**config.mk**
```make
export PLATFORM = sky130hd
export DESIGN_NAME = plss_div_cell
export DESIGN_NICKNAME = d
export VERILOG_FILES = /design/src/rtl/plss_div_cell.sv
export SDC_FILE = /design/constraint.sdc
export NUM_CORES = 1
export LEC_CHECK = 0
export ABC_CLOCK_PERIOD_IN_PS = 1050
export BUFFER_PORTS_ARGS = -buffer_cell sky130_fd_sc_hd__clkbuf_2
export CAP_MARGIN = 20
export CORE_MARGIN = 1
export CORE_UTILIZATION = 30
export CTS_BUF_LIST = sky130_fd_sc_hd__clkbuf_4 sky130_fd_sc_hd__clkbuf_8 sky130_fd_sc_hd__clkbuf_16
export CTS_CLUSTER_DIAMETER = 120
export DETAILED_ROUTE_END_ITERATION = 16
export SLEW_MARGIN = 30
export SYNTH_ARGS = -nofsm -noshare
export SYNTH_HDL_FRONTEND = slang
export SYNTH_SLANG_ARGS = --single-unit
export TNS_END_PERCENT = 30
```
**constraint.sdc**
```tcl
create_clock -name clk -period 1.05 [get_ports clk]
set_clock_uncertainty 0.1 [all_clocks]
set_input_delay 0.0525 -clock clk [delete_from_list [all_inputs] [get_ports clk]]
set_output_delay 0.0525 -clock clk [all_outputs]
set_load 0.02 [all_outputs]
```
**src/rtl/plss_div_cell.sv**
```systemverilog
`timescale 1ns / 1ps
// plss_div_cell: one restoring long-division step (or the overflow test
// when SAT is set), registered. Depends on nothing.
module plss_div_cell #(
	parameter int RW  = 64,
	parameter int DW  = 32,
	parameter int QB  = 32,
	parameter int K   = 0,
	parameter bit SAT = 1'b0,
	parameter int SW  = 1
) (
	input  logic          clk,
	input  logic          arst_n,
	input  logic          en,
	input  logic          prev_valid,
	input  logic [RW-1:0] prev_rem,
	input  logic [DW-1:0] prev_den,
	input  logic [QB-1:0] prev_quo,
	input  logic          prev_sat,
	input  logic [SW-1:0] prev_side,
	output logic          next_valid,
	output logic [RW-1:0] next_rem,
	output logic [DW-1:0] next_den,
	output logic [QB-1:0] next_quo,
	output logic          next_sat,
	output logic [SW-1:0] next_side
);

	logic [RW-1:0] dsh, rem_n;
	logic [QB-1:0] quo_n;
	logic ge, sat_n;
	logic valid_s1, sat_s1;
	logic [RW-1:0] rem_s1;
	logic [DW-1:0] den_s1;
	logic [QB-1:0] quo_s1;
	logic [SW-1:0] side_s1;

	always_comb begin
		dsh   = RW'(prev_den) << K;
		ge    = prev_rem >= dsh;
		rem_n = prev_rem;
		quo_n = prev_quo;
		sat_n = prev_sat;
		if (SAT) begin
			sat_n = prev_sat | ge;
		end else if (ge) begin
			rem_n = prev_rem - dsh;
			quo_n = prev_quo | (QB'(1) << K);
		end
	end

	always_ff @(posedge clk or negedge arst_n) begin
		if (!arst_n) valid_s1 <= 1'b0;
		else if (en) valid_s1 <= prev_valid;
	end

	always_ff @(posedge clk) begin
		if (en) begin
			rem_s1  <= rem_n;
			den_s1  <= prev_den;
			quo_s1  <= quo_n;
			sat_s1  <= sat_n;
			side_s1 <= prev_side;
		end
	end

	assign next_valid = valid_s1;
	assign next_rem   = rem_s1;
	assign next_den   = den_s1;
	assign next_quo   = quo_s1;
	assign next_sat   = sat_s1;
	assign next_side  = side_s1;

endmodule

```
# Word level (Yosys, flattened, before mapping)
# Index checks and enable logic that the tools add are counted.
# op_classes
eq_ne	0
n_bitwise	0
order_cmp	1
n_shift	0
n_mux	1
reduce_logical	0
mul	0
div	0
addsub	1
# ops
op	count
64-bit by 32-bit >= comparator with 1-bit output	1
64-bit two-way mux	1
64-bit by 32-bit subtractor with 64-bit output	1
# totals
output_inout_bits	131
input_bits	134
word_cells	10
register_bits	131
rom_bits	0
latch_bits	0
mem_bits_rw	0
n_memories	0

# Longest topological paths before layout
# Gate-level depths: netlist of the first run.
# depth
word_depth	2
mapped_depth	13
depth_no_buf	11

# Worst setup path after synthesis of the first run
# OpenSTA, ideal clock, no wires.
# synth_path
kind	input-to-reg
from	in prev_rem[0]
to	reg rem_s1[62], in the netlist next_rem[62] (data pin)
stages	11
t_arrival_ns	2.436
t_required_ns	0.690
setup_slack_ns	-1.745
cell_sequence	inv_1 ha_1 fa_1 nor2b_1 o211ai_1 a21oi_2 a2111oi_0 o41ai_1 a21oi_2 o2111ai_1 xnor2_1
# synth_via
elab_chain_cells	2
word_cells_on_any_way	3
# synth_lines
element	line	source
start, declared	16	input logic [RW-1:0] prev_rem,
64-bit by 32-bit subtractor with 64-bit output / 64-bit by 32-bit >= comparator with 1-bit output (equally long branches)	47, 40	
64-bit two-way mux (*)	46	end else if (ge) begin
via rem_n[62]	29	logic [RW-1:0] dsh, rem_n;
end signal, assigned	59	rem_s1 <= rem_n;
end, declared	33	logic [RW-1:0] rem_s1;
# The timed path passes the listed nets; every way through them passes the cells marked *.
# A chain may end at the register's enable or synchronous reset.

# Final worst setup path of the first run
# layout_path
from	in prev_rem[0]
to	reg rem_s1[54], in the netlist next_rem[54] (data pin)
# Same word-level chain as after synthesis.

==> qor_table.md, run 1 <==
| Result | Reported | Unit |
|:---|:---|:---|
| Result of the run | finished, violations left | - |
| Failing checks | hold timing, setup timing | - |
| Areal power density over the cells | 1330 | nW/um^2 |
| Prevailing post-synth register cell | sky130_fd_sc_hd__edfxtp_1 | - |
| Setup repair after global routing missed its margin | true | - |
| Min Hold Slack | -0.00713 | ns |
| Largest stage delay on the critical path | 0.35 | ns |
| Length of the first detailed-routing pass in iterations | 4 | - |
| Critical path buffers and inverters | 6 | - |
| IO Pins | 265 | - |
| Die outline area | 24400 | sq um |
| Die Span X | 156 | microns |
| Share of synthesized cell area in full adder, half adder and majority cells | 0.0589 | - |
| Via count of the first global-routing pass | 7668 | - |
| Mux share of post-synthesis cell area | 0.00473 | - |
| YS warnings | 0 | - |
| Area growth from synthesis to layout | 83.7 | % |
| Critical-path top delay cell | sky130_fd_sc_hd__fa_2 | - |
| Maximum number of pins on one net before global-route repair | 39 | - |
| CP dominant cell by count | sky130_fd_sc_hd__buf_12 | - |
| Routability-driven placement congestion ratio | 0.824 | - |
| Final antenna diode count | 0 | - |
| Number of H-tree levels | 4 | - |
| Placed Instance Area | 10400 | sq um |
| TritonCTS clock tree | done | - |
| Initial DRC count | 426 | - |
| Final min period | 2.36 | ns |
| Number of cells produced by synthesis | 643 | - |
| Via count | 7381 | - |
| Number of placement rows | 56 | - |
| Post-Synth Simple-Gate Area | 0.135 | - |
| Clock-pin slew on the worst setup and hold paths | 0.06 | ns |
| Crit-path cells | clkbuf_16 -> inv_8 -> ha_4 -> fa_2 -> nor2b_2 -> o211ai_1 -> a21oi_2 -> buf_6 -> o31a_1 -> nor4b_4 -> buf_12 -> buf_12 -> buf_12 -> nor4_4 -> o21ai_1 -> xnor2_1 | - |
| Cell total after placement | 1401 | - |
| Maximum Capacitance Violations | 0 | - |
| Main combinational cell family by area after synthesis | compound AO/OA/AOI/OAI gates | - |
| Clock tree root driver cell | sky130_fd_sc_hd__clkbuf_16 | - |
| Peak ir drop on the vdd network | 0.00111 | V |
| Xor/xnor cell area share of the yosys netlist | 0.0748 | - |
| Antenna violations before repair | 0 | - |
| Overall power consumption | 17.5 | mW |
| Synthesized netlist net count | 810 | - |
| Non-filler instance count after layout | 1593 | - |
| CTS Buf Count | 17 | - |
| Fmax | 423 | MHz |
| Net total in the final layout | 1428 | - |
| Final Max Slew Viols | 0 | - |
| Class of the worst hold path | in -> reg | - |
| Post-route standard cell area excluding fillers | 13100 | sq um |
| #FFs+latches synth | 131 | - |
| Vertical die dimension | 156 | microns |
| Period utilisation layout | 2.25 | - |
| Cells taking the most area after synthesis | sky130_fd_sc_hd__edfxtp_1, sky130_fd_sc_hd__xnor2_1, sky130_fd_sc_hd__ha_1 | - |
| Mean Syn Cell Area | 11.1 | sq um |
| Portion of synthesized cell area occupied by the leading cell type | 0.547 | - |
| Fraction of final layout cells sized beyond drive strength 1 | 0.475 | - |
| Largest area contributor in the synthesized netlist | sky130_fd_sc_hd__edfxtp_1 | - |
| Synthesized-area fraction occupied by ao, oa, aoi and oai cells | 0.136 | - |
| Worst-margin pin slew | 0.529 | ns |
| Number of enable flip-flop cells after synthesis | 130 | - |
| Worst Setup End Kind | flip-flop | - |
| Number of I/O port buffers | 264 | - |
| Finish-stage setup viols | 196 | - |
| Clock Latency Late Sink | 0.43 | ns |
| Data arrival, critical path | 2.44 | ns |
| Total detailed-routing wirelength | 26100 | microns |
| Worst relative slew slack | 0.644 | - |
| DR WL/cell | 16.4 | microns |
| Effective utilization at floorplan | 0.305 | - |
| Global-route wire length before repair | 40300 | microns |
| Unique cell type count in the Yosys netlist | 64 | - |
| HPWL Detailed | 18200 | microns |
| Fraction of synthesis flops using an asynchronous set or reset pin | 0.00763 | - |
| # DRC | 0 | - |
| Number of clock sinks | 131 | - |
| Combined area of all synthesized cells | 7140 | sq um |
| Endpoint required time on the critical path | 1.13 | ns |
| Vias per std cell | 4.63 | - |
| Number of filler instances in the final layout | 2050 | - |
| Nature of the critical path startpoint | primary input | - |
| Critical Setup Path Class | in -> reg | - |
| Number of antenna-violating nets in the routed design | 0 | - |
| Top cell family by delay on the critical path | buffers and inverters | - |
| CORE AREA | 23400 | sq um |
| Combined global-route utilization of all metal layers | 0.215 | - |
| Maximum clock path buffer count | 2 | - |
| Portion of the post-synthesis area used by sequential elements | 0.550 | - |
| Total congestion overflow after global routing | 0 | - |
| Final Hold Vio Count | 2 | - |
| Setup ws final | -1.31 | ns |
| Leakage Power | 5.68 | nW |
| Maximum net fanout on the critical path | 7 | - |
[per-stage QoR]
step	worst slack, ns	setup TNS [ns]	util
2_1_floorplan	-1.40	-82.15	-
3_3_place_gp	-1.83	-108.01	0.444
3_5_place_dp	-1.86	-110.02	0.444
4_1_cts	-1.27	-86.38	0.553
5_1_grt	-1.42	-96.82	0.561
6_report	-1.31	-86.14	0.561
[routing by layer]
metal,GRT usage,part of all wire,up-vias
li1,-,-,3626
met1,0.272,0.44,3481
met2,0.363,0.48,234
met3,0.0515,0.064,40
met4,0.0644,0.020,0
met5,0,0,-
[cells in the mapped netlist (11+ instances only)]
cell / count
sky130_fd_sc_hd__nor2_1: 26
sky130_fd_sc_hd__nor3_1: 19
sky130_fd_sc_hd__o21ai_1: 35
sky130_fd_sc_hd__a21oi_1: 43
sky130_fd_sc_hd__xnor2_1: 47
sky130_fd_sc_hd__ha_1: 32
sky130_fd_sc_hd__o21ai_0: 20
sky130_fd_sc_hd__inv_1: 51
sky130_fd_sc_hd__edfxtp_1: 130
sky130_fd_sc_hd__xor2_1: 14
sky130_fd_sc_hd__nor4_1: 18
sky130_fd_sc_hd__o211ai_1: 11
sky130_fd_sc_hd__nand2_1: 66
sky130_fd_sc_hd__nand4_1: 17
sky130_fd_sc_hd__nand3_1: 11
[state kept, by name, indices dropped and copies added, names as in the netlist]
signal and cells:
next_den 32, next_valid 1, next_quo 32, next_rem 64, next_sat 1, next_side 1
[timing repair]
| action | 4_1_cts | 5_1_grt |
|---|---|---|
| gates resized for setup | 72 | 84 |
| pin swaps | 39 | 26 |
| endpoints found under the hold margin | 131 | 0 |
| hold buffers | 130 | 0 |
| cloned | 6 | 0 |
| setup endpoints to repair | 196 | 206 |
| setup buffers | 19 | 6 |
[cell type report]
| type | instances | area (sq um) | area share |
|---|---|---|---|
| Clock inverter | 15 | 164 | 0.0125 |
| Sequential cell | 131 | 3930 | 0.299 |
| Multi-Input combinational cell | 442 | 3350 | 0.255 |
| Tap cell | 319 | 399 | 0.0304 |
| Clock buffer | 17 | 425 | 0.0324 |
| Inverter | 51 | 199 | 0.0152 |
| Timing Repair Buffer | 618 | 4660 | 0.355 |
[cell families (layout without fill, tap and decap cells)]
group / after synthesis / in the layout
simple gates: 189 / 189
compound gates: 156 / 156
flops: 131 / 131
buf+inv: 70 / 701
xor+xnor: 61 / 61
fa+ha+maj: 33 / 33
mux: 3 / 3
[power breakdown]
part	switching, mW	leakage, nW	internal [mW]
Sequential	0.147	1.28	6.39
Clock	2.69	0.280	3.37
Combinational	2.56	4.11	2.32
Total	5.40	5.68	12.1
[layout by cell type (no fill, tap or decap), types with 8 or more instances in the layout]
| cell | count |
|---|---|
| sky130_fd_sc_hd__inv_1 | 50 |
| sky130_fd_sc_hd__nand4_1 | 17 |
| sky130_fd_sc_hd__a21oi_1 | 37 |
| sky130_fd_sc_hd__dlygate4sd3_1 | 130 |
| sky130_fd_sc_hd__nor2_1 | 23 |
| sky130_fd_sc_hd__o21ai_1 | 21 |
| sky130_fd_sc_hd__nand2_1 | 64 |
| sky130_fd_sc_hd__nor3_1 | 16 |
| sky130_fd_sc_hd__buf_2 | 53 |
| sky130_fd_sc_hd__o21ai_2 | 17 |
| sky130_fd_sc_hd__o211ai_1 | 11 |
| sky130_fd_sc_hd__buf_4 | 197 |
| sky130_fd_sc_hd__buf_6 | 8 |
| sky130_fd_sc_hd__clkbuf_16 | 18 |
| sky130_fd_sc_hd__o21ai_0 | 17 |
| sky130_fd_sc_hd__ha_1 | 26 |
| sky130_fd_sc_hd__xnor2_1 | 44 |
| sky130_fd_sc_hd__xor2_1 | 12 |
| sky130_fd_sc_hd__nor4_1 | 14 |
| sky130_fd_sc_hd__edfxtp_1 | 130 |
| sky130_fd_sc_hd__buf_12 | 11 |
| sky130_fd_sc_hd__clkbuf_2 | 207 |
[worst paths after layout]
path                                    from      endpoint  slack [ns]  cells past startpoint
min in group asynchronous             arst_n    next_valid        0.38                      3
worst min-delay path            prev_rem[53]  next_rem[53]      -0.007                      3
max in group asynchronous             arst_n    next_valid        0.37                      3
worst max register to register    next_valid    next_valid        0.20                      1
worst min register to register    next_valid    next_valid        0.42                      1
worst max-delay path             prev_rem[0]  next_rem[54]       -1.31                     16
Power figures use the tool's default switching activity.
==> run 2: changes to the inputs <==
--- a/config.mk
+++ b/config.mk
@@ -9,10 +9,11 @@
 export BUFFER_PORTS_ARGS = -buffer_cell sky130_fd_sc_hd__clkbuf_2
 export CAP_MARGIN = 20
 export CORE_MARGIN = 1
-export CORE_UTILIZATION = 30
+export CORE_UTILIZATION = 40
 export CTS_BUF_LIST = sky130_fd_sc_hd__clkbuf_4 sky130_fd_sc_hd__clkbuf_8 sky130_fd_sc_hd__clkbuf_16
 export CTS_CLUSTER_DIAMETER = 120
 export DETAILED_ROUTE_END_ITERATION = 16
+export PLACE_DENSITY = 0.67
 export SLEW_MARGIN = 30
 export SYNTH_ARGS = -nofsm -noshare
 export SYNTH_HDL_FRONTEND = slang
==> run 2 against run 1 <==
The flow finishes with violations (setup timing). Die area down 25%. Non-clock buffer count up 14. Global-route usage up 7.6 points. Hold slack better by 0.027 ns. Routed wire length up 5.9%. Sequential power about the same. Combinational power up 4.7%. Critical path type unchanged. Critical endpoint is now next_rem[51].
==> qor_table.md, run 2 (synthesized netlist as in run 1, its figures left out) <==
| Result | Reported | Unit | Change |
|:---|:---|:---|:---|
| Number of I/O port buffers | 264 | - | unchanged |
| Total congestion overflow after global routing | 0 | - | unchanged |
| Peak ir drop on the vdd network | 0.00126 | V | was 0.00111 V |
| Finish-stage setup viols | 204 | - | was 196 |
| HPWL Detailed | 17300 | microns | was 18200 microns |
| Worst-margin pin slew | 0.730 | ns | was 0.529 ns |
| Setup repair after global routing missed its margin | true | - | unchanged |
| Maximum number of pins on one net before global-route repair | 44 | - | was 39 |
| IO Pins | 265 | - | unchanged |
| Vertical die dimension | 136 | microns | was 156 microns |
| Clock-pin slew on the worst setup and hold paths | 0.07 | ns | was 0.06 ns |
| Worst relative slew slack | 0.509 | - | was 0.644 |
| Setup ws final | -1.32 | ns | was -1.31 ns |
| Combined global-route utilization of all metal layers | 0.291 | - | was 0.215 |
| Areal power density over the cells | 1310 | nW/um^2 | was 1330 nW/um^2 |
| Maximum Capacitance Violations | 0 | - | unchanged |
| Leakage Power | 5.86 | nW | was 5.68 nW |
| Clock Latency Late Sink | 0.43 | ns | about the same |
| Leading cell types in the layout, fill and taps excluded | sky130_fd_sc_hd__clkbuf_2, sky130_fd_sc_hd__buf_4, sky130_fd_sc_hd__dlygate4sd3_1, sky130_fd_sc_hd__edfxtp_1, sky130_fd_sc_hd__buf_2 | - | was sky130_fd_sc_hd__clkbuf_2, sky130_fd_sc_hd__buf_4, sky130_fd_sc_hd__dlygate4sd3_1, sky130_fd_sc_hd__edfxtp_1, sky130_fd_sc_hd__nand2_1 |
| Placed Instance Area | 10300 | sq um | was 10400 sq um |
| Effective utilization at floorplan | 0.411 | - | was 0.305 |
| Final Max Slew Viols | 0 | - | unchanged |
| Overall power consumption | 17.5 | mW | about the same |
| Die Span X | 136 | microns | was 156 microns |
| Endpoint required time on the critical path | 1.14 | ns | was 1.13 ns |
| Final Hold Vio Count | 0 | - | was 2 |
| Top cell family by delay on the critical path | simple AND/OR/NAND/NOR gates | - | was buffers and inverters |
| Fmax | 422 | MHz | was 423 MHz |
| Crit-path cells | clkbuf_2 -> inv_1 -> ha_2 -> nand4_1 -> nor4_2 -> a21boi_0 -> a21oi_2 -> nor4b_4 -> buf_6 -> buf_6 -> nor3_4 -> buf_6 -> nand4b_1 -> xnor2_1 | - | was clkbuf_16 -> inv_8 -> ha_4 -> fa_2 -> nor2b_2 -> o211ai_1 -> a21oi_2 -> buf_6 -> o31a_1 -> nor4b_4 -> buf_12 -> buf_12 -> buf_12 -> nor4_4 -> o21ai_1 -> xnor2_1 |
| Length of the first detailed-routing pass in iterations | 7 | - | was 4 |
| Via count | 7858 | - | was 7381 |
| Number of placement rows | 48 | - | was 56 |
| TritonCTS clock tree | done | - | unchanged |
| DR WL/cell | 18.3 | microns | was 16.4 microns |
| Clock network fraction of total power | 0.332 | - | was 0.347 |
| Portion of total power attributed to combinational logic | 0.293 | - | was 0.279 |
| Largest stage delay on the critical path | 0.38 | ns | was 0.35 ns |
| Routability-driven placement congestion ratio | 0.880 | - | was 0.824 |
| Number of antenna-violating nets in the routed design | 0 | - | unchanged |
| Result of the run | finished, violations left | - | unchanged |
| Class of the worst hold path | in -> reg | - | unchanged |
| Failing checks | setup timing | - | was hold timing, setup timing |
| Data arrival, critical path | 2.46 | ns | was 2.44 ns |
| Register area | 3930 | sq um | unchanged |
| Period utilisation layout | 2.26 | - | was 2.25 |
| Nature of the critical path startpoint | primary input | - | unchanged |
| # DRC | 0 | - | unchanged |
| Worst Setup End Kind | flip-flop | - | unchanged |
| Area taken by multi-input logic gates | 3590 | sq um | was 3350 sq um |
| Final min period | 2.37 | ns | was 2.36 ns |
| Net Sw Power | 5.51 | mW | was 5.40 mW |
| Commonest non-fill, non-tap cell in the layout | sky130_fd_sc_hd__clkbuf_2 | - | unchanged |
| Area growth from synthesis to layout | 87.1 | % | was 83.7% |
| Maximum clock path buffer count | 2 | - | unchanged |
| Fraction of final layout cells sized beyond drive strength 1 | 0.505 | - | was 0.475 |
| Maximum net fanout on the critical path | 6 | - | was 7 |
| CTS Buf Count | 17 | - | unchanged |
| Number of H-tree levels | 4 | - | unchanged |
| Vias per std cell | 5.19 | - | was 4.63 |
| Antenna violations before repair | 1 | - | was 0 |
| Register share of total power | 0.375 | - | was 0.374 |
| Via count of the first global-routing pass | 7855 | - | was 7668 |
| CORE AREA | 17400 | sq um | was 23400 sq um |
| Critical Setup Path Class | in -> reg | - | unchanged |
| Initial DRC count | 559 | - | was 426 |
| Number of clock sinks | 131 | - | unchanged |
| Global-route wire length before repair | 40800 | microns | was 40300 microns |
| Switching Fraction | 0.316 | - | was 0.309 |
| Total detailed-routing wirelength | 27700 | microns | was 26100 microns |
| Critical-path top delay cell | sky130_fd_sc_hd__ha_2 | - | was sky130_fd_sc_hd__fa_2 |
| Cell-internal power | 11.9 | mW | was 12.1 mW |
| Largest register FFs | 64 | - | unchanged |
| CP dominant cell by count | sky130_fd_sc_hd__buf_6 | - | was sky130_fd_sc_hd__buf_12 |
| Die outline area | 18400 | sq um | was 24400 sq um |
| Post-route standard cell area excluding fillers | 13400 | sq um | was 13100 sq um |
| Number of filler instances in the final layout | 1125 | - | was 2050 |
| Net total in the final layout | 1442 | - | was 1428 |
| Critical path buffers and inverters | 5 | - | was 6 |
| Clock tree root driver cell | sky130_fd_sc_hd__clkbuf_16 | - | unchanged |
==> run 2: timing repair <==
action                                  in CTS  in global routing
gates resized for setup                     90                125
pin swaps                                   55                 40
hold endpoints to repair                   138                  0
buffers inserted                            19                  9
endpoints found under the setup margin     196                211
cloned                                       8                  0
hold buffers                               133                  0
==> run 2: through the flow <==
step | setup WS, ns | cells | hold slack (ns) | util | TNS [ns]
detailed placement | -1.94 | 1317 | -0.268 | 0.594 | -118.20
finish | -1.32 | 1514 | 0.0194 | 0.770 | -87.23
CTS | -1.28 | 1507 | 0.00247 | 0.748 | -87.95
global placement | -1.81 | 1317 | -0.261 | 0.594 | -112.00
global route | -1.44 | 1514 | 0.0274 | 0.770 | -97.62
floorplan | -1.40 | 643 | -0.343 | - | -82.15
==> run 2: worst paths after layout <==
check                              from           end  slack [ns]  depth (start not counted)
min in group asynchronous        arst_n    next_valid        0.37                          3
max in group asynchronous        arst_n    next_valid        0.38                          3
hold reg to reg              next_valid    next_valid        0.48                          1
setup reg to reg             next_valid    next_valid        0.16                          1
hold / removal             prev_rem[43]  next_rem[43]        0.02                          3
setup / recovery           prev_den[18]  next_rem[51]       -1.32                         14
==> run 2: power groups by stage <==
stage / clock (mW) / combinational, mW / sequential (mW)
6_report: 5.80 / 5.11 / 6.55
2_1_floorplan: 0 / 1.30 / 7.34
3_5_place_dp: 0 / 4.08 / 6.65
5_1_grt: 6.04 / 5.43 / 6.59
4_1_cts: 5.86 / 4.72 / 6.55
3_3_place_gp: 0 / 4.03 / 6.64
==> run 2: cell type report <==
| cell class | count | area share |
|---|---|---|
| well taps | 225 | 0.0211 |
| diodes | 1 | 0.000187 |
| clock inverters | 15 | 0.0105 |
| clock buffers | 17 | 0.0318 |
| repair buffers | 632 | 0.359 |
| inverters | 51 | 0.0149 |
| flip-flops and latches | 131 | 0.294 |
| multi-input cells | 442 | 0.269 |
==> run 2: routing by layer <==
layer	global-route usage	up-vias	share of wire
met3	0.0614	79	0.067
met1	0.349	3723	0.40
li1	-	3678	-
met5	0	-	0
met2	0.507	378	0.50
met4	0.114	0	0.036
